**config.mk**
```make
export PLATFORM = sky130hd
export DESIGN_NAME = priority_task_slot_scheduler_top
export DESIGN_NICKNAME = d
export VERILOG_FILES = /design/src/sv/ptss_pkg.sv /design/src/sv/ptss_slot_table.sv /design/src/sv/priority_task_slot_scheduler_top.sv
export SDC_FILE = /design/constraint.sdc
export NUM_CORES = 1
export LEC_CHECK = 0
export ABC_AREA = 1
export BUFFER_PORTS_ARGS = -buffer_cell sky130_fd_sc_hd__buf_4
export CORE_ASPECT_RATIO = 1.2
export CORE_MARGIN = 5
export CORE_UTILIZATION = 62
export CTS_CLUSTER_SIZE = 25
export DETAILED_ROUTE_END_ITERATION = 12
export GPL_TIMING_DRIVEN = 0
export PLACE_DENSITY = 0.86
export SLEW_MARGIN = 5
export SYNTH_ARGS = -nofsm -noshare
export SYNTH_HDL_FRONTEND = slang
export SYNTH_SLANG_ARGS = --single-unit
```
**constraint.sdc**
```tcl
create_clock -name clk -period 3 [get_ports clk]
set_input_delay 0.15 -clock clk [delete_from_list [all_inputs] [get_ports clk]]
set_output_delay 0.15 -clock clk [all_outputs]
set_load 0.01 [all_outputs]
```
**src/sv/ptss_pkg.sv**
```systemverilog
// ----------------------------------------------------------------------------
// ptss_pkg: shared definitions for the priority task slot scheduler
// Slot state codes, command codes, register indexes and the table write bundle.
// ----------------------------------------------------------------------------
package ptss_pkg;

    // Default table depth
    localparam int SLOT_COUNT_DEF = 16;

    // Fixed field widths
    localparam int SLOT_FIELD_W = 4;
    localparam int PRIO_W       = 16;
    localparam int STATE_W      = 3;
    localparam int CMD_W        = 3;
    localparam int CFG_DATA_W   = 16;
    localparam int CFG_IDX_W    = 1;
    localparam int SLOTS_W      = 4;

    // Reset value of slots_in_use
    localparam logic [SLOTS_W-1:0] SLOTS_IN_USE_RST = 4'd15;

    // Configuration register indexes
    localparam logic [CFG_IDX_W-1:0] CFG_SLOTS_IN_USE = 1'd0;
    localparam logic [CFG_IDX_W-1:0] CFG_MAIN_PRIO    = 1'd1;

    // Slot state codes
    localparam logic [STATE_W-1:0] ST_UNUSED  = 3'd0;
    localparam logic [STATE_W-1:0] ST_FREE    = 3'd1;
    localparam logic [STATE_W-1:0] ST_ACTIVE  = 3'd2;
    localparam logic [STATE_W-1:0] ST_BLOCKED = 3'd3;
    localparam logic [STATE_W-1:0] ST_READY   = 3'd4;

    // Command codes
    typedef enum logic [CMD_W-1:0] {
        CMD_YIELD = 3'd0,
        CMD_BLOCK = 3'd1,
        CMD_KILL  = 3'd2,
        CMD_WAKE  = 3'd3,
        CMD_PUSH  = 3'd4,
        CMD_QUERY = 3'd5,
        CMD_FIND  = 3'd6
    } cmd_t;

    // Write controls for the slot table
    typedef struct packed {
        logic               st_we;
        logic [STATE_W-1:0] st_data;
        logic               pr_we;
        logic [PRIO_W-1:0]  pr_data;
    } tbl_wr_t;

endpackage

```
**src/sv/ptss_slot_table.sv**
```systemverilog
// ----------------------------------------------------------------------------
// ptss_slot_table: slot state and priority storage
// Two single-port-write, single-port-read memories with registered read data.
// Per-entry valid bits stand in for the reset values until an entry is written.
// ----------------------------------------------------------------------------
module ptss_slot_table #(
    parameter int SLOT_COUNT = ptss_pkg::SLOT_COUNT_DEF
) (
    input  logic                             clk,
    input  logic                             rst_n,
    input  ptss_pkg::tbl_wr_t                wr,
    input  logic [((SLOT_COUNT > 1) ? $clog2(SLOT_COUNT) : 1)-1:0] st_waddr,
    input  logic [((SLOT_COUNT > 1) ? $clog2(SLOT_COUNT) : 1)-1:0] pr_waddr,
    input  logic [((SLOT_COUNT > 1) ? $clog2(SLOT_COUNT) : 1)-1:0] rd_addr,
    output logic [ptss_pkg::STATE_W-1:0]     rd_state,
    output logic [ptss_pkg::PRIO_W-1:0]      rd_prio
);

    localparam int SW = (SLOT_COUNT > 1) ? $clog2(SLOT_COUNT) : 1;

    // Storage
    logic [ptss_pkg::STATE_W-1:0] st_mem [SLOT_COUNT];
    logic [ptss_pkg::PRIO_W-1:0]  pr_mem [SLOT_COUNT];
    logic [SLOT_COUNT-1:0]        st_vld_reg;
    logic [SLOT_COUNT-1:0]        pr_vld_reg;

    // Read pipeline
    logic [ptss_pkg::STATE_W-1:0] st_rd_reg;
    logic [ptss_pkg::PRIO_W-1:0]  pr_rd_reg;
    logic                         st_rv_reg;
    logic                         pr_rv_reg;
    logic                         rz_reg;

    // Memory write and registered read
    always_ff @(posedge clk)
    begin
        if (wr.st_we)
        begin
            st_mem[st_waddr] <= wr.st_data;
        end
        if (wr.pr_we)
        begin
            pr_mem[pr_waddr] <= wr.pr_data;
        end
        st_rd_reg <= st_mem[rd_addr];
        pr_rd_reg <= pr_mem[rd_addr];
        st_rv_reg <= st_vld_reg[rd_addr];
        pr_rv_reg <= pr_vld_reg[rd_addr];
        rz_reg    <= (rd_addr == SW'(0));
    end

    // Written-entry flags
    always_ff @(posedge clk or negedge rst_n)
    begin
        if (!rst_n)
        begin
            st_vld_reg <= '0;
            pr_vld_reg <= '0;
        end
        else
        begin
            if (wr.st_we)
            begin
                st_vld_reg[st_waddr] <= 1'b1;
            end
            if (wr.pr_we)
            begin
                pr_vld_reg[pr_waddr] <= 1'b1;
            end
        end
    end

    // Unwritten entries read as reset values: slot 0 active, others free
    assign rd_state = st_rv_reg ? st_rd_reg
                    : (rz_reg ? ptss_pkg::ST_ACTIVE : ptss_pkg::ST_FREE);
    assign rd_prio  = pr_rv_reg ? pr_rd_reg : '0;

endmodule

```
**src/sv/priority_task_slot_scheduler_top.sv**
```systemverilog
// ----------------------------------------------------------------------------
// priority_task_slot_scheduler_top: rotating priority task slot scheduler
// Keeps a slot table and the active slot, and serves one command per request.
// ----------------------------------------------------------------------------
// Usage:
//   Input channel (in_valid/in_stall) carries one command request; output
//   channel (out_valid/out_stall) returns exactly one result per request.
//   in_stall is high while a request is being worked on or its result is
//   still waiting to enter the output register.
//   Yield, block, kill and query scan the other slots, one table read per
//   cycle; push and find free scan all slots. Wake and unknown commands go
//   straight to the finish step, which loads the result register. The next
//   request is accepted the cycle after the result register loads. The single
//   read port of the slot table sets the scan pace; one request is in flight
//   at a time. The user must write the configuration port (cfg_we/cfg_index/
//   cfg_data) only while the block is idle; the block does not enforce this.
//   Writing main_priority also loads slot 0's priority.
//   Reset (rst_n low, asynchronous) makes slot 0 active, all others free with
//   zero priority, slots_in_use 15 and main_priority 0; no clearing pass.
//   A stalled result stays in the output register; the next request is
//   accepted meanwhile and holds at its final step until the register frees.
// ----------------------------------------------------------------------------
module priority_task_slot_scheduler_top #(
    parameter int SLOT_COUNT = ptss_pkg::SLOT_COUNT_DEF
) (
    input  logic                               clk,
    input  logic                               rst_n,
    // configuration
    input  logic                               cfg_we,
    input  logic [ptss_pkg::CFG_IDX_W-1:0]     cfg_index,
    input  logic [ptss_pkg::CFG_DATA_W-1:0]    cfg_data,
    // request channel
    input  logic                               in_valid,
    output logic                               in_stall,
    input  logic [ptss_pkg::CMD_W-1:0]         command,
    input  logic [ptss_pkg::SLOT_FIELD_W-1:0]  slot,
    input  logic                               slot_valid,
    input  logic [ptss_pkg::PRIO_W-1:0]        priority_req,
    // result channel
    output logic                               out_valid,
    input  logic                               out_stall,
    output logic [ptss_pkg::SLOT_FIELD_W-1:0]  result_slot,
    output logic                               status,
    output logic [ptss_pkg::SLOT_FIELD_W-1:0]  previous_slot
);

    localparam int SW   = (SLOT_COUNT > 1) ? $clog2(SLOT_COUNT) : 1;
    localparam int CNTW = $clog2(SLOT_COUNT + 1);
    localparam int FW   = ptss_pkg::SLOT_FIELD_W;
    localparam int CW   = ((SW > FW) ? SW : FW) + 1;
    localparam int PW   = ptss_pkg::PRIO_W;
    localparam int STW  = ptss_pkg::STATE_W;

    // Sequencer states
    typedef enum logic [2:0] {
        S_IDLE   = 3'b001,
        S_SCAN   = 3'b010,
        S_FINISH = 3'b100
    } fsm_t;

    fsm_t                           state_reg, state_next;
    logic [SW-1:0]                  active_reg, active_next;
    logic [ptss_pkg::SLOTS_W-1:0]   slots_reg;
    logic [ptss_pkg::CMD_W-1:0]     cmd_reg, cmd_next;
    logic [PW-1:0]                  prio_in_reg, prio_in_next;
    logic [SW-1:0]                  prev_reg, prev_next;
    logic [SW-1:0]                  scan_idx_reg, scan_idx_next;
    logic [CNTW-1:0]                issue_cnt_reg, issue_cnt_next;
    logic                           rd_pend_reg, rd_pend_next;
    logic [SW-1:0]                  rd_idx_reg, rd_idx_next;
    logic [PW-1:0]                  best_reg, best_next;
    logic [SW-1:0]                  pick_reg, pick_next;
    logic                           found_reg, found_next;
    logic [SW-1:0]                  free_reg, free_next;
    logic [FW-1:0]                  res_reg, res_next;
    logic                           sts_reg, sts_next;
    logic                           out_valid_reg, out_valid_next;
    logic [FW-1:0]                  result_slot_reg, result_slot_next;
    logic                           status_reg, status_next;
    logic [FW-1:0]                  previous_slot_reg, previous_slot_next;

    // Table interface
    ptss_pkg::tbl_wr_t              tbl_wr;
    logic [SW-1:0]                  st_waddr;
    logic [SW-1:0]                  pr_waddr;
    logic [STW-1:0]                 rd_state;
    logic [PW-1:0]                  rd_prio;

    // Decode helpers
    logic                           cmd_select;
    logic                           cmd_leave;
    logic                           wake_ok;
    logic                           rd_in_use;
    logic [STW-1:0]                 rd_eff_state;
    logic [SW-1:0]                  active_plus1;

    ptss_slot_table #(
        .SLOT_COUNT (SLOT_COUNT)
    ) u_table (
        .clk      (clk),
        .rst_n    (rst_n),
        .wr       (tbl_wr),
        .st_waddr (st_waddr),
        .pr_waddr (pr_waddr),
        .rd_addr  (scan_idx_reg),
        .rd_state (rd_state),
        .rd_prio  (rd_prio)
    );

    // Command classes
    assign cmd_leave  = (cmd_reg == ptss_pkg::CMD_YIELD) || (cmd_reg == ptss_pkg::CMD_BLOCK)
                     || (cmd_reg == ptss_pkg::CMD_KILL);
    assign cmd_select = cmd_leave || (cmd_reg == ptss_pkg::CMD_QUERY);

    // Wake handle check: valid, inside the table, and slot 0 or within slots_in_use
    assign wake_ok = slot_valid && (CW'(slot) < CW'(SLOT_COUNT))
                  && ((slot == '0) || (CW'(slot) <= CW'(slots_reg)));

    // Effective state of the slot whose data comes back from the table
    assign rd_in_use    = (rd_idx_reg == '0) || (CW'(rd_idx_reg) <= CW'(slots_reg));
    assign rd_eff_state = rd_in_use ? rd_state : ptss_pkg::ST_UNUSED;

    // Rotation start point
    assign active_plus1 = (active_reg == SW'(SLOT_COUNT - 1)) ? '0 : active_reg + SW'(1);

    // Sequencer and shared compare unit
    always_comb
    begin
        state_next         = state_reg;
        active_next        = active_reg;
        cmd_next           = cmd_reg;
        prio_in_next       = prio_in_reg;
        prev_next          = prev_reg;
        scan_idx_next      = scan_idx_reg;
        issue_cnt_next     = issue_cnt_reg;
        rd_pend_next       = 1'b0;
        rd_idx_next        = rd_idx_reg;
        best_next          = best_reg;
        pick_next          = pick_reg;
        found_next         = found_reg;
        free_next          = free_reg;
        res_next           = res_reg;
        sts_next           = sts_reg;
        out_valid_next     = out_valid_reg;
        result_slot_next   = result_slot_reg;
        status_next        = status_reg;
        previous_slot_next = previous_slot_reg;
        tbl_wr             = '0;
        st_waddr           = active_reg;
        pr_waddr           = '0;

        // result taken downstream
        if (out_valid_reg && !out_stall)
        begin
            out_valid_next = 1'b0;
        end

        // main priority register loads slot 0 priority
        if (cfg_we && (cfg_index == ptss_pkg::CFG_MAIN_PRIO))
        begin
            tbl_wr.pr_we   = 1'b1;
            tbl_wr.pr_data = cfg_data;
            pr_waddr       = '0;
        end

        case (state_reg)
            S_IDLE:
            begin
                if (in_valid)
                begin
                    cmd_next     = command;
                    prio_in_next = priority_req;
                    prev_next    = active_reg;
                    best_next    = '0;
                    pick_next    = '0;
                    found_next   = 1'b0;
                    free_next    = '0;
                    case (command)
                        ptss_pkg::CMD_YIELD, ptss_pkg::CMD_BLOCK, ptss_pkg::CMD_KILL:
                        begin
                            // current slot leaves active before the scan
                            tbl_wr.st_we   = 1'b1;
                            st_waddr       = active_reg;
                            tbl_wr.st_data = (command == ptss_pkg::CMD_YIELD)
                                           ? ptss_pkg::ST_READY
                                           : ((command == ptss_pkg::CMD_BLOCK)
                                              ? ptss_pkg::ST_BLOCKED : ptss_pkg::ST_FREE);
                            scan_idx_next  = active_plus1;
                            issue_cnt_next = CNTW'(SLOT_COUNT - 1);
                            state_next     = S_SCAN;
                        end
                        ptss_pkg::CMD_QUERY:
                        begin
                            scan_idx_next  = active_plus1;
                            issue_cnt_next = CNTW'(SLOT_COUNT - 1);
                            state_next     = S_SCAN;
                        end
                        ptss_pkg::CMD_PUSH, ptss_pkg::CMD_FIND:
                        begin
                            scan_idx_next  = '0;
                            issue_cnt_next = CNTW'(SLOT_COUNT);
                            state_next     = S_SCAN;
                        end
                        ptss_pkg::CMD_WAKE:
                        begin
                            if (wake_ok)
                            begin
                                tbl_wr.st_we   = 1'b1;
                                st_waddr       = SW'(slot);
                                tbl_wr.st_data = ptss_pkg::ST_READY;
                            end
                            res_next   = slot;
                            sts_next   = !wake_ok;
                            state_next = S_FINISH;
                        end
                        default:
                        begin
                            res_next   = FW'(active_reg);
                            sts_next   = 1'b1;
                            state_next = S_FINISH;
                        end
                    endcase
                end
            end

            S_SCAN:
            begin
                // issue one table read per cycle
                if (issue_cnt_reg != '0)
                begin
                    rd_pend_next   = 1'b1;
                    rd_idx_next    = scan_idx_reg;
                    scan_idx_next  = (scan_idx_reg == SW'(SLOT_COUNT - 1))
                                   ? '0 : scan_idx_reg + SW'(1);
                    issue_cnt_next = issue_cnt_reg - CNTW'(1);
                end

                // evaluate returned entry
                if (rd_pend_reg)
                begin
                    if (cmd_select)
                    begin
                        if ((rd_eff_state == ptss_pkg::ST_READY) && (rd_prio > best_reg))
                        begin
                            best_next = rd_prio;
                            pick_next = rd_idx_reg;
                        end
                    end
                    else if ((rd_eff_state == ptss_pkg::ST_FREE) && !found_reg)
                    begin
                        found_next = 1'b1;
                        free_next  = rd_idx_reg;
                    end
                end

                // scan complete: commit
                if ((issue_cnt_reg == '0) && !rd_pend_reg)
                begin
                    state_next = S_FINISH;
                    if (cmd_select)
                    begin
                        res_next = FW'(pick_reg);
                        sts_next = 1'b0;
                        if (cmd_leave)
                        begin
                            tbl_wr.st_we   = 1'b1;
                            st_waddr       = pick_reg;
                            tbl_wr.st_data = ptss_pkg::ST_ACTIVE;
                            active_next    = pick_reg;
                        end
                    end
                    else
                    begin
                        res_next = found_reg ? FW'(free_reg) : '0;
                        sts_next = !found_reg;
                        if (found_reg && (cmd_reg == ptss_pkg::CMD_PUSH))
                        begin
                            tbl_wr.st_we   = 1'b1;
                            st_waddr       = free_reg;
                            tbl_wr.st_data = ptss_pkg::ST_READY;
                            tbl_wr.pr_we   = 1'b1;
                            tbl_wr.pr_data = prio_in_reg;
                            pr_waddr       = free_reg;
                        end
                    end
                end
            end

            S_FINISH:
            begin
                // load output register when it is free or being emptied
                if (!out_valid_reg || !out_stall)
                begin
                    out_valid_next     = 1'b1;
                    result_slot_next   = res_reg;
                    status_next        = sts_reg;
                    previous_slot_next = FW'(prev_reg);
                    state_next         = S_IDLE;
                end
            end

            default:
            begin
                state_next = S_IDLE;
            end
        endcase
    end

    // Control registers
    always_ff @(posedge clk or negedge rst_n)
    begin
        if (!rst_n)
        begin
            state_reg     <= S_IDLE;
            active_reg    <= '0;
            slots_reg     <= ptss_pkg::SLOTS_IN_USE_RST;
            issue_cnt_reg <= '0;
            rd_pend_reg   <= 1'b0;
            best_reg      <= '0;
            pick_reg      <= '0;
            found_reg     <= 1'b0;
            free_reg      <= '0;
            out_valid_reg <= 1'b0;
        end
        else
        begin
            state_reg     <= state_next;
            active_reg    <= active_next;
            issue_cnt_reg <= issue_cnt_next;
            rd_pend_reg   <= rd_pend_next;
            best_reg      <= best_next;
            pick_reg      <= pick_next;
            found_reg     <= found_next;
            free_reg      <= free_next;
            out_valid_reg <= out_valid_next;
            if (cfg_we && (cfg_index == ptss_pkg::CFG_SLOTS_IN_USE))
            begin
                slots_reg <= cfg_data[ptss_pkg::SLOTS_W-1:0];
            end
        end
    end

    // Payload registers
    always_ff @(posedge clk)
    begin
        cmd_reg           <= cmd_next;
        prio_in_reg       <= prio_in_next;
        prev_reg          <= prev_next;
        scan_idx_reg      <= scan_idx_next;
        rd_idx_reg        <= rd_idx_next;
        res_reg           <= res_next;
        sts_reg           <= sts_next;
        result_slot_reg   <= result_slot_next;
        status_reg        <= status_next;
        previous_slot_reg <= previous_slot_next;
    end

    // Ports
    assign in_stall      = (state_reg != S_IDLE);
    assign out_valid     = out_valid_reg;
    assign result_slot   = result_slot_reg;
    assign status        = status_reg;
    assign previous_slot = previous_slot_reg;

`ifndef NO_ASSERTIONS
    // A new result only appears from the finish step
    ap_out_from_finish: assert property (@(posedge clk) disable iff (!rst_n)
        $rose(out_valid_reg) |-> $past(state_reg == S_FINISH))
        else $error("result register loaded outside finish step");

    // Active slot always lies inside the table
    ap_active_range: assert property (@(posedge clk) disable iff (!rst_n)
        CW'(active_reg) < CW'(SLOT_COUNT))
        else $error("active slot out of range");

    // A nonzero pick needs a nonzero winning priority
    ap_pick_best: assert property (@(posedge clk) disable iff (!rst_n)
        (pick_reg != '0) |-> (best_reg != '0))
        else $error("slot picked without a positive priority");

    // No scan activity left over when a request may be accepted
    ap_idle_drained: assert property (@(posedge clk) disable iff (!rst_n)
        (state_reg == S_IDLE) |-> (!rd_pend_reg && (issue_cnt_reg == '0)))
        else $error("scan still pending while idle");
`endif

endmodule
```
Word-level counts from Yosys, hierarchy flattened:

Memories as Yosys holds them, arrays and structs flattened. A register that Yosys moved wholly into a read port is not among the register bits.
Cells that the tools add are included.

* bits in registers: 123
* memory bits (writable): 304
* output and inout port bits: 11
* logic and storage cells: 203
* memories kept: 2

* add/sub/neg operators: 3
* $lt $le $gt $ge: 8
* eq/ne operators: 29
* mux-type cells: 91
* bitwise logic cells: 3
* reductions and logical operators: 42

Memories
* u_table.pr_mem: depth 16, width 16, read ports 1, clocked after Yosys merged registers in 1, write ports 1, RTL line ptss_slot_table.sv:23 `logic [ptss_pkg::PRIO_W-1:0] pr_mem [SLOT_COUNT];`
* u_table.st_mem: depth 16, width 3, read ports 1, clocked after Yosys merged registers in 1, write ports 1, RTL line ptss_slot_table.sv:22 `logic [ptss_pkg::STATE_W-1:0] st_mem [SLOT_COUNT];`

Operators by type and width (count)
* 4-bit two-way mux: 30
* 16-bit two-way mux: 5
* 4-bit case mux with 2 select lines: 9
* 17-bit two-way mux: 3
* 21-bit two-way mux: 2
* 16-bit OR: 2
* 16-bit case mux with 2 select lines: 1
* 3-bit equality test (second input constant): 7
* 3-bit two-way mux: 7
* 1-bit two-way mux: 20
* 2-bit inequality test (second input constant): 10
* 5-bit case mux with 2 select lines: 2
* 16-bit > comparator: 1
* 4-bit by 5-bit less-than comparator with 1-bit output (second input constant): 3
* 3-bit by 1-bit equality test with 1-bit output (second input constant): 4
* 3-bit by 2-bit equality test with 1-bit output (second input constant): 4
* 4-bit logical NOT: 3
* 1-bit logical AND: 10
* 5-bit two-way mux: 2
* 5-bit AND reduction: 2
* 3-bit case mux with 3 select lines: 1
* 4-bit by 1-bit adder with 4-bit output (second input constant): 2
* 1-bit binary-select mux with 4-bit select: 2
* 1-bit demux with 4-bit select: 2
* 22 further kinds: 42

Depth between registers and ports, before layout:

Gate-level depths: netlist of run 1.

* word-level depth: 12
* depth in mapped cells: 17

By module:

A second synthesis of run 1 with hierarchy kept.

* cells, all modules: 2176
* area total of the unflattened synthesis: 20399.6 um2

Modules (own cells, without submodules)
* ptss_slot_table: instances 1, cells each 1590, area each 15417.3 um2, sequential area each 10369.9 um2
* priority_task_slot_scheduler_top: instances 1, cells each 586, area each 4982.3 um2, sequential area each 2433.6 um2

Worst setup path after synthesis of run 1:

Ideal clock, no wire load.

* path type: reg-to-reg
* from: register state_reg[0]
* to: memory u_table.st_mem[0][1] (netlist name) (data pin)
* setup time: 0.392 ns
* data arrival time: 2.388 ns
* data required time: 2.608 ns
* slack: 0.220 ns
* cell stages (with the launch flop): 5
* path buffers: 0
* period minus slack after synthesis: 2.780 ns
* path through: dfstp_2 -> nand3_4 -> nor2_4 -> inv_1 -> o41ai_1

RTL lines
* from (decl): RTL line priority_task_slot_scheduler_top.sv:61 `fsm_t state_reg, state_next;`
* from (signal assigned): RTL line priority_task_slot_scheduler_top.sv:327 `state_reg <= state_next;`
* to (decl): RTL line ptss_slot_table.sv:22

Worst setup path after layout of run 1:

* from: register issue_cnt_reg[0]
* to: memory u_table.pr_mem[13][10] (netlist name) (enable)

* word-level cells in the longest chain between the ends: 6
* elaborated cells on any way between the ends: 8
* classes of those cells: mux (6); reduce/logical (2)

Ends and longest elaborated chain
* from (decl): RTL line priority_task_slot_scheduler_top.sv:68 `logic [CNTW-1:0] issue_cnt_reg, issue_cnt_next;`
* from (signal assigned): RTL line priority_task_slot_scheduler_top.sv:329 `issue_cnt_reg <= issue_cnt_next;`
* 5-bit logical NOT (*): RTL line priority_task_slot_scheduler_top.sv:257 `if ((issue_cnt_reg == '0) && !rd_pend_reg)`
* 1-bit logical AND (*): RTL line priority_task_slot_scheduler_top.sv:257
* 21-bit two-way mux: RTL line priority_task_slot_scheduler_top.sv:257
* 17-bit two-way mux: RTL line priority_task_slot_scheduler_top.sv:166 `case (state_reg)`
* 1-bit two-way mux: RTL line ptss_slot_table.sv:41 `if (wr.pr_we)`
* 1-bit two-way mux (not written as such): RTL line ptss_slot_table.sv:43 `pr_mem[pr_waddr] <= wr.pr_data;`
* to (decl): RTL line ptss_slot_table.sv:23

Mark *: on every way between the ends. The rest lies on a longest branch, timed or not.

==> results of run 1 <==
[per-stage QoR]
step | cells | worst slack [ns] | util, %
final | 2290 | -0.04480 | 72.05
after global routing | 2290 | -0.1355 | 72.05
after CTS | 2289 | 0.01722 | 71.99
after detailed placement | 2189 | -0.3979 | 66.81
after global placement | 2157 | -1.277 | 65.45
after floorplan | 1705 | 0.2196 | -
[final timing paths]
path                       slack, ns                     end  cells past startpoint
setup / recovery               -0.04  u_table.pr_mem[13][10]                     10
hold / removal                  0.04            slots_reg[1]                      4
setup reg to reg               -0.04  u_table.pr_mem[13][10]                     10
hold reg to reg                 0.42        previous_slot[0]                      0
max in group asynchronous       2.02  u_table.pr_vld_reg[10]                      2
min in group asynchronous       0.32           active_reg[2]                      2
[metal layers]
metal	wire length (um)	GRT usage (%)	part of all wire [%]	up-vias
li1	-	-	-	6279
met1	18130	39.49	33	6899
met3	6358	6.406	12	322
met4	4130	19.30	7.5	0
met5	0	0	0	-
met2	26470	52.11	48	1215
[cell type report]
cell class                 instances  area (um^2)
timing repair buffer             113         1016
inverter                         153        579.3
sequential                       446        12800
fill                            1886         8494
clock buffer                      61         1236
tap                              396        495.5
multi-input combinational       1021         5335
buffer                            86        352.8
clock inverter                    14        78.83
[power by group through the flow]
stage	logic (mW)	clock network [mW]	registers, mW
6_report	4.99	5.15	7.44
5_1_grt	5.36	5.41	7.47
4_1_cts	4.77	5.12	7.43
3_5_place_dp	4.67	0	7.55
3_3_place_gp	4.48	0	7.54
2_1_floorplan	3.01	0	7.48
[placed cells by master (no fill, tap or decap), types with 15 or more instances in the layout]
master         netlist  routed
buf_4                1      73
dfxtp_1             22      22
o22ai_1             53      53
o221ai_1            28      28
clkbuf_16            0      45
edfxtp_1           349     349
nor2_1             211     195
dfrtp_1             70      70
o21ai_0            213     201
dlygate4sd3_1        0      25
ha_1                28      28
a21oi_1             42      42
inv_2               15      15
nand3_1             89      89
clkbuf_1            64      74
nand2_1            257     257
nor2_2               5      19
inv_1              135     135
[kinds of logic after synthesis]
logic type | after synthesis | share of synthesized area, %
xor gates and xnor gates | 4 | 0.1847
adders and majority gates | 28 | 1.846
DFF | 446 | 67.48
and+or+nand+nor | 618 | 14.44
buffers and inverters | 239 | 4.906
AOI/OAI and AO/OA | 370 | 11.14
[critical path: stages (launching register included)]
cell and delay [ns]:
dfrtp_1 0.38, inv_1 0.10, ha_1 0.28, nand3_2 0.17
nor2_4 0.24, nand2_2 0.13, inv_2 0.09, buf_6 0.17
nand3_2 0.27, nor2_2 0.63, buf_6 0.26
[what timing repair did]
action	in CTS	in global routing
gates resized for setup	3	4
pin swaps	0	1
gates cloned	0	1
endpoints found under the setup margin	32	119
hold buffers	25	0
hold endpoints to repair	95	0
==> flow_summary_export.csv, run 1 <==
group,metric,value,unit
outcome,status,"finished, violations left",
outcome,violations,"setup timing",
worst_setup_path,critical_path_class,"reg -> reg",
placed_design,hpwl,36130,um
pwr,p_sw_share,35.14,%
floorplanning,die-area,34220,um^2
synthesis,synth_area,18970,um^2
global_routing,grt_pass1_vias,14604,
cells_and_area,final_nets,1937,
detailed_routing,drc,0,
detailed_routing,viasPerCell,6.426,
worst_setup_path,cp_max_fo,10,
worst_setup_path,cp.arrival,3.29,ns
sta,setup_viol,14,
floorplanning,die_h,201.6,um
detailed_routing,dr.pass1.iters,9,
global_routing,grt_pass1_wl,83640,um
floorplanning,die_w,169.7,um
floorplanning,rows,70,
pwr,p_per_area,802.6,nW/um^2
sta,timing.final.crit_share,101.5,%
clock_tree,cts_buffers,42,
global_routing,antenna_found_initial,2,
synthesis,syn-num-nets,1779,
synthesis,synth_ff_type,"edfxtp_1",
placed_design,portBuffers,56,
clock_tree,insertion_delay,0.55,ns
worst_setup_path,crit_start,"issue_cnt_reg[0]",
cells_and_area,largest_reg_flops,256,
global_routing,grt_max_degree,76,
pwr,p_switching,6.176,mW
clock_tree,cts_setup_buffers,0,
detailed_routing,totalWireLength,55090,um
worst_setup_path,end_kind,"flip-flop",
sta,finalMaxSlewViolations,0,
clock_tree,cts_sinks,446,
detailed_routing,ant_nets,0,
placed_design,dpl_cell_area,20300,um^2
synthesis,synth.most_common_cell,"edfxtp_1",
placed_design,place_congestion,1.001,
synthesis,synthCells,1705,
synthesis,synth_commonest_cells,"edfxtp_1 (349), nand2_1 (257), o21ai_0 (213)",
global_routing,grt_usage,32.01,%
cells_and_area,top_regs,"u_table.pr_mem (256), u_table.st_mem (48)",
synthesis,synth_area_leader_cell,"edfxtp_1",
pwr,seqPwrFrac,42.3,%
sta,skew,0.01087,ns
pwr,p_total,17.58,mW
sta,relSlewSlack,32.07,%
floorplanning,initial_core_util,62.43,%
sta,setup_ws,-0.04480,ns
cells_and_area,areaGrowthSynthToFinish,15.40,%
pwr,worst_ir_drop_vdd,600.3,uV
floorplanning,io_pins,57,
sta,fin_hold_ws,0.04167,ns
synthesis,ys_ff_latch,446,
cells_and_area,top_register,"u_table.pr_mem",
synthesis,syn_area_per_cell,11.13,um^2
clock_tree,cts_tree,"built",
synthesis,yosys.cell_types.count,51,
synthesis,synth-async-reset-ratio,16.82,%
pwr,comb_power_share,28.4,%
worst_setup_path,cp-start-kind,"flip-flop",
sta,hold_viol,0,
worst_setup_path,r2r_start,"issue_cnt_reg[0]",
synthesis,synth.area.top_cells,"edfxtp_1 (55%), dfrtp_1 (9.2%), o21ai_0 (5.6%), nand2_1 (5.1%), nor2_1 (4.2%)",
clock_tree,root_buffer,"clkbuf_16",
cells_and_area,drive_above_1_share,13.20,%
worst_hold_path,min_path_type,"in -> reg",
synthesis,synth-warning-count,0,
synthesis,synth_top_area_share,55.23,%
floorplanning,core_area,30390,um^2
cells_and_area,design_area,21900,um^2
detailed_routing,vias,14715,
sta,fin_crit,3.045,ns
pwr,p_int,11.40,mW
worst_hold_path,min_from,"cfg_we",
clock_tree,path_clk_slew,0.06,ns
job,maxCapViolations,0,
clock_tree,cts_buffer_depth,3,
pwr,p_leak,8.447,nW
sta,tightest_slew,1.019,ns
cells_and_area,n_antenna_cell,0,
detailed_routing,drt_iter0_drc,2219,
clock_tree,ctsHtreeMaxLevel,2,
detailed_routing,routedWlPerCell,24.06,um
sta,tns,-0.5352,ns
worst_setup_path,cp.required,3.25,ns
synthesis,ys_seq_area_share,67.48,%
global_routing,grt_overflow,0,
sta,rsz0062_at_grt,"true",
synthesis,synth-edff-count,349,
sta,fmax,0.3284,GHz
pwr,p_clk_share,29.3,%
Power figures use the tool's default switching activity.
==> inputs of run 2 (changes only) <==
--- a/config.mk
+++ b/config.mk
@@ -5,7 +5,6 @@
 export SDC_FILE = /design/constraint.sdc
 export NUM_CORES = 1
 export LEC_CHECK = 0
-export ABC_AREA = 1
 export BUFFER_PORTS_ARGS = -buffer_cell sky130_fd_sc_hd__buf_4
 export CORE_ASPECT_RATIO = 1.2
 export CORE_MARGIN = 5
@@ -13,7 +12,7 @@
 export CTS_CLUSTER_SIZE = 25
 export DETAILED_ROUTE_END_ITERATION = 12
 export GPL_TIMING_DRIVEN = 0
-export PLACE_DENSITY = 0.86
+export PLACE_DENSITY = 0.87
 export SLEW_MARGIN = 5
 export SYNTH_ARGS = -nofsm -noshare
 export SYNTH_HDL_FRONTEND = slang
==> flow_summary_export.csv, run 2 <==
group,metric,value,unit
outcome,status,"completed",
detailed_routing,viasPerCell,6.899,
worst_setup_path,rrSetupSlack,0.02,ns
placed_design,hpwl,29390,um
worst_setup_path,critical-path-max-stage-delay,0.59,ns
synthesis,ys_seq_area_share,70.33,%
floorplanning,die_w,166.4,um
sta,fin_hold_ws,0.07066,ns
worst_setup_path,critical_path_class,"reg -> reg",
worst_hold_path,min_path_type,"in -> reg",
pwr,p_leak,7.891,nW
clock_tree,cts_buffers,42,
detailed_routing,drc,0,
worst_setup_path,reg2reg_depth,5,
detailed_routing,drt_iter0_drc,1597,
global_routing,grt_usage,31.14,%
synthesis,synth_area_leader_cell,"edfxtp_1",
synthesis,syn-num-nets,1134,
floorplanning,initial_core_util,63.12,%
global_routing,grt_max_degree,76,
worst_hold_path,min_from,"cfg_index",
synthesis,yosys.cell_types.count,61,
cells_and_area,n_antenna_cell,0,
worst_setup_path,r2r_end,"u_table.pr_rd_reg[1]",
worst_setup_path,crit_start,"scan_idx_reg[0]",
synthesis,synth_top_area_share,57.56,%
cells_and_area,largest_reg_flops,256,
detailed_routing,vias,11411,
cells_and_area,drive_above_1_share,32.70,%
synthesis,synth.most_common_cell,"edfxtp_1",
floorplanning,die-area,32910,um^2
worst_setup_path,crit_path_end,"u_table.pr_rd_reg[1]",
synthesis,synth-edff-count,349,
sta,hold_viol,0,
job,maxCapViolations,0,
sta,timing.final.crit_share,99.25,%
sta,setup_ws,0.02247,ns
detailed_routing,ant_nets,0,
cells_and_area,final_cell_mix,"edfxtp_1 (349), mux4_2 (105), buf_4 (87)",
synthesis,ys_ff_latch,446,
sta,fin_crit,2.978,ns
clock_tree,root_buffer,"clkbuf_16",
cells_and_area,design_area,21960,um^2
sta,skew,0.04796,ns
cells_and_area,final_common_cell,"edfxtp_1",
sta,setup_viol,0,
placed_design,portBuffers,56,
detailed_routing,routedWlPerCell,31.12,um
clock_tree,cts_sinks,446,
global_routing,antenna_found_initial,0,
worst_setup_path,r2r_start,"scan_idx_reg[0]",
worst_setup_path,slowest_stage,"mux4_2",
clock_tree,cts_buffer_depth,3,
synthesis,syn_area_per_cell,17.18,um^2
worst_setup_path,cp-start-kind,"flip-flop",
clock_tree,path_clk_slew,0.07,ns
synthesis,synth-async-reset-ratio,16.82,%
global_routing,grt_pass1_vias,11696,
pwr,worst_ir_drop_vdd,585.8,uV
worst_setup_path,crit_chain,"clkbuf_1, buf_2, clkbuf_4, mux4_2, mux4_2",
cells_and_area,final_nets,1310,
floorplanning,core_area,28840,um^2
sta,finalMaxSlewViolations,0,
cells_and_area,areaGrowthSynthToFinish,20.64,%
placed_design,dp_slack,-1.071,ns
synthesis,synth.area.top_cells,"edfxtp_1 (58%), mux4_2 (13%), dfrtp_1 (9.6%), dfxtp_1 (2.4%), ha_1 (1.9%)",
sta,rsz0062_at_grt,"true",
detailed_routing,totalWireLength,51480,um
floorplanning,die_h,197.7,um
sta,relSlewSlack,25.64,%
detailed_routing,dr.pass1.iters,5,
global_routing,grt_overflow,0,
sta,tns,0,ns
worst_setup_path,cp.arrival,3.37,ns
cells_and_area,fill_cells,1450,
floorplanning,io_pins,57,
synthesis,synth_commonest_cells,"edfxtp_1 (349), mux4_2 (105), dfrtp_1 (70)",
worst_setup_path,cp.required,3.39,ns
clock_tree,cts_tree,"built",
placed_design,dpl_cell_area,19470,um^2
worst_setup_path,end_kind,"flip-flop",
pwr,p_per_area,739.7,nW/um^2
synthesis,synth_area,18210,um^2
cells_and_area,top_register,"u_table.pr_mem",
clock_tree,insertion_delay,0.57,ns
global_routing,grt_pass1_wl,75280,um
sta,tightest_slew,1.115,ns
cells_and_area,final_core_util,76.15,%
synthesis,synthCells,1060,
cells_and_area,top_regs,"u_table.pr_mem (256), u_table.st_mem (48)",
worst_setup_path,cpMostUsedCell,"mux4_2",
synthesis,synth-warning-count,0,
sta,fmax,0.3358,GHz
synthesis,synth_ff_type,"edfxtp_1",
placed_design,place_congestion,0.8523,
clock_tree,ctsHtreeMaxLevel,2,
worst_setup_path,cp_max_fo,10,
floorplanning,rows,68,
-- run 2: changes by cell type in the layout (fill, tap and decap cells not counted), sizes merged, moves of 28 or more --
cell    previous run  this run
nand3            103        14
nor2             222        45
o22ai             53         2
inv              152        34
mux4               0       105
nand2            266        66
o21ai            216        41
o221ai            28         0
-- run 2: cell type report --
class                   count  area [um^2]  share of cell area, %
flip-flops and latches    446        12800                  58.30
multi-input cells         527         5632                  25.64
repair buffers            134         1309                  5.959
clock buffers              60         1180                  5.372
well taps                 385        481.7                  2.193
plain buffers              53        269.0                  1.225
clock inverters            17        167.7                 0.7634
inverters                  32        120.1                 0.5469
-- run 2: how the worst min path moves through the flow --
stage | end | depth (start not counted)
final | slots_reg[2] | 4
after floorplan | active_reg[0] | 0
after detailed placement | prio_in_reg[5] | 1
after global routing | u_table.st_vld_reg[10] | 4
after CTS | slots_reg[2] | 4
after global placement | prio_in_reg[5] | 1
-- run 2: worst max-delay path: cells and delay by family (launching register included) --
kind     cells  cell delay, ns
buf+inv      3            1.27
mux          2            1.13
flops        1            0.40
-- run 2: power by group --
part / internal, mW / leakage [nW] / switching, mW
registers: 7.07 / 4.44 / 0.264
logic: 1.45 / 2.80 / 2.13
clock network: 3.01 / 0.657 / 2.32
-- run 2: metrics by stage --
| step | total power [mW] | instances |
|---|---|---|
| final | 16.25 | 1654 |
| after global routing | 16.71 | 1654 |
| after CTS | 15.87 | 1643 |
| after detailed placement | 10.38 | 1517 |
| after global placement | 10.23 | 1501 |
| after floorplan | 9.361 | 1060 |
-- run 2: cell families after synthesis --
kind of cell / share of synthesized area, %
compound gates: 5.251
xor+xnor: 0.2887
fa+ha+maj: 1.924
buf+inv: 1.849
flops: 70.33
mux: 13.63
simple gates: 6.735
-- run 2: repair_timing --
item                                    in CTS  in global routing
buffers inserted                            25                 12
cloned                                       0                  0
endpoints found under the hold margin       96                  0
endpoints found under the setup margin     664                587
hold buffers                                25                  0
pin swaps                                   17                 14
gates resized for setup                    105                 61
-- run 2: metal layers --
metal | part of all wire, % | up-vias | global-route usage [%]
met4 | 7.0 | 0 | 16.76
met2 | 51 | 932 | 54.39
met1 | 32 | 5695 | 36.59
met3 | 9.8 | 235 | 6.550
li1 | - | 4549 | -
met5 | 0 | - | 0
==> inputs of run 3 (changes only) <==
--- a/config.mk
+++ b/config.mk
@@ -13,6 +13,7 @@
 export DETAILED_ROUTE_END_ITERATION = 12
 export GPL_TIMING_DRIVEN = 0
 export PLACE_DENSITY = 0.87
+export SETUP_SLACK_MARGIN = 0.3
 export SLEW_MARGIN = 5
 export SYNTH_ARGS = -nofsm -noshare
 export SYNTH_HDL_FRONTEND = slang
==> flow_summary_export.csv, run 3 (synthesis results as in run 2) <==
group,metric,value,unit
cells_and_area,design_area,22740,um^2
placed_design,dp_slack,-1.061,ns
detailed_routing,routedWlPerCell,33.36,um
floorplanning,io_pins,57,
sta,fin_crit,2.986,ns
pwr,worst_ir_drop_vdd,529.5,uV
detailed_routing,drc,0,
worst_setup_path,cp.arrival,3.23,ns
sta,timing.final.crit_share,99.53,%
floorplanning,rows,68,
placed_design,portBuffers,56,
worst_setup_path,reg2reg_depth,11,
detailed_routing,viasPerCell,7.103,
cells_and_area,multiInputGateArea,5942,um^2
pwr,p_leak,8.214,nW
placed_design,place_congestion,0.8836,
detailed_routing,ant_nets,0,
floorplanning,die_h,197.7,um
worst_setup_path,crit_chain,"inv_4, ha_4, nor2b_4, o211ai_1, a32o_2, o21ai_2, a222oi_1, buf_4, buf_12, nand2_8, nor3_4",
sta,finalMaxSlewViolations,0,
cells_and_area,final_cell_mix,"edfxtp_1 (349), mux4_2 (105), buf_4 (104)",
global_routing,grt_usage,32.15,%
worst_setup_path,critical_path_class,"reg -> reg",
job,maxCapViolations,0,
worst_setup_path,cp-start-kind,"flip-flop",
sta,relSlewSlack,26.47,%
worst_hold_path,min_path_cells,4,
worst_setup_path,cp_max_fo,4,
clock_tree,cts_sinks,446,
worst_hold_path,min_from,"cfg_index",
sta,setup_viol,0,
detailed_routing,vias,11969,
worst_setup_path,path_buf_inv,3,
clock_tree,cts_buffers,42,
floorplanning,core_area,28840,um^2
clock_tree,insertion_delay,0.56,ns
cells_and_area,drive_above_1_share,37.23,%
cells_and_area,register_area,12810,um^2
placed_design,hpwl,28790,um
clock_tree,path_clk_slew,0.07,ns
worst_hold_path,min_path_type,"in -> reg",
detailed_routing,dr.pass1.iters,6,
sta,fmax,0.3349,GHz
detailed_routing,drt_iter0_drc,1821,
cells_and_area,top_regs,"u_table.pr_mem (256), u_table.st_mem (48)",
clock_tree,ctsHtreeMaxLevel,2,
cells_and_area,final_common_cell,"edfxtp_1",
worst_setup_path,r2r_end,"u_table.st_mem[10][0]",
global_routing,grt_pass1_vias,12225,
floorplanning,die-area,32910,um^2
cells_and_area,areaGrowthSynthToFinish,24.90,%
worst_setup_path,rrSetupSlack,0.01,ns
placed_design,dpl_cell_area,19470,um^2
cells_and_area,largest_reg_flops,256,
detailed_routing,totalWireLength,56210,um
worst_setup_path,critical-path-max-stage-delay,0.56,ns
sta,skew,0.02765,ns
worst_setup_path,cp.required,3.24,ns
cells_and_area,n_antenna_cell,0,
floorplanning,initial_core_util,63.12,%
sta,tightest_slew,1.103,ns
cells_and_area,final_nets,1343,
cells_and_area,top_register,"u_table.pr_mem",
global_routing,grt_max_degree,76,
cells_and_area,stdcell_count,1685,
outcome,status,"completed",
sta,hold_viol,0,
worst_hold_path,holdPathEnd,"slots_reg[2]",
worst_setup_path,end_kind,"flip-flop",
sta,fin_hold_ws,0.04770,ns
clock_tree,root_buffer,"clkbuf_16",
worst_setup_path,critPathTopFamily,"compound AO/OA/AOI/OAI gates",
clock_tree,cts_tree,"built",
pwr,p_per_area,740.8,nW/um^2
cells_and_area,fill_cells,1285,
worst_setup_path,r2r_start,"slots_reg[1]",
global_routing,grt_overflow,0,
floorplanning,die_w,166.4,um
global_routing,grt_pass1_wl,77790,um
sta,rsz0062_at_grt,"true",
sta,setup_ws,0.01403,ns
worst_setup_path,slowest_stage,"dfstp_2",
clock_tree,cts_buffer_depth,3,
placed_design,dp_cells,1512,
global_routing,antenna_found_initial,0,
## run 3: changes by cell type in the layout (fill, tap and decap cells not counted), moves of 5 or more
cell,delta
buf_8,-7
clkbuf_2,+6
buf_12,+13
buf_6,+12
o21ai_2,-6
clkbuf_1,-13
o31ai_1,-5
buf_4,+17
o21ai_4,+8
## run 3: worst max path at each step
stage | start | end | slack [ns] | cells past startpoint
floorplan | issue_cnt_reg[0] | u_table.pr_mem[7][0] | 0.02 | 9
global placement | issue_cnt_reg[0] | u_table.pr_mem[15][4] | -1.42 | 9
detailed placement | issue_cnt_reg[0] | u_table.pr_mem[11][4] | -1.06 | 9
CTS | slots_reg[1] | u_table.st_mem[13][2] | 0.15 | 12
global route | slots_reg[1] | u_table.st_mem[10][2] | -0.06 | 11
finish | slots_reg[1] | u_table.st_mem[10][0] | 0.01 | 11
## run 3: what timing repair did
action / in CTS / in global routing
gates cloned: 1 / 4
setup endpoints to repair: 678 / 655
pin swaps: 44 / 27
hold buffers: 25 / 0
gates resized for setup: 180 / 74
hold endpoints to repair: 95 / 0
setup buffers: 49 / 20
## run 3: layer usage
layer | vias to the layer above | track usage (%) | share of wire [%]
li1 | 4605 | - | -
met1 | 5889 | 37.84 | 32
met2 | 1159 | 54.98 | 49
met3 | 316 | 6.729 | 11
met4 | 0 | 19.52 | 8.1
met5 | - | 0 | 0
## run 3: worst reg2reg max path: cells and delay by family (launching register included)
family / cells / cell delay (ns)
buf+inv: 3 / 0.40
flops: 1 / 0.56
simple gates: 3 / 0.46
compound gates: 4 / 1.05
fa+ha+maj: 1 / 0.24
## run 3: area by class of cell
type                       instances  share of cell area (%)
buffer                            54                   1.497
clock buffer                      50                   4.936
clock inverter                    25                  0.9464
inverter                          32                  0.5502
multi-input combinational        528                   26.13
sequential                       446                   56.32
tap                              385                   2.118
timing repair buffer             165                   7.500
## run 3: report_power, final
part	total, mW	switching, mW	internal (mW)
Sequential	7.35	0.276	7.07
Clock	5.36	2.42	2.94
Combinational	4.14	2.36	1.78
## run 3: metrics by stage
stage | setup TNS, ns | power (mW) | utilization, %
floorplan | 0 | 9.413 | -
global placement | -475.03 | 10.28 | 66.66
detailed placement | -381.32 | 10.41 | 67.50
CTS | 0 | 16.35 | 77.05
global route | -0.3760 | 17.27 | 78.84
finish | 0 | 16.84 | 78.84
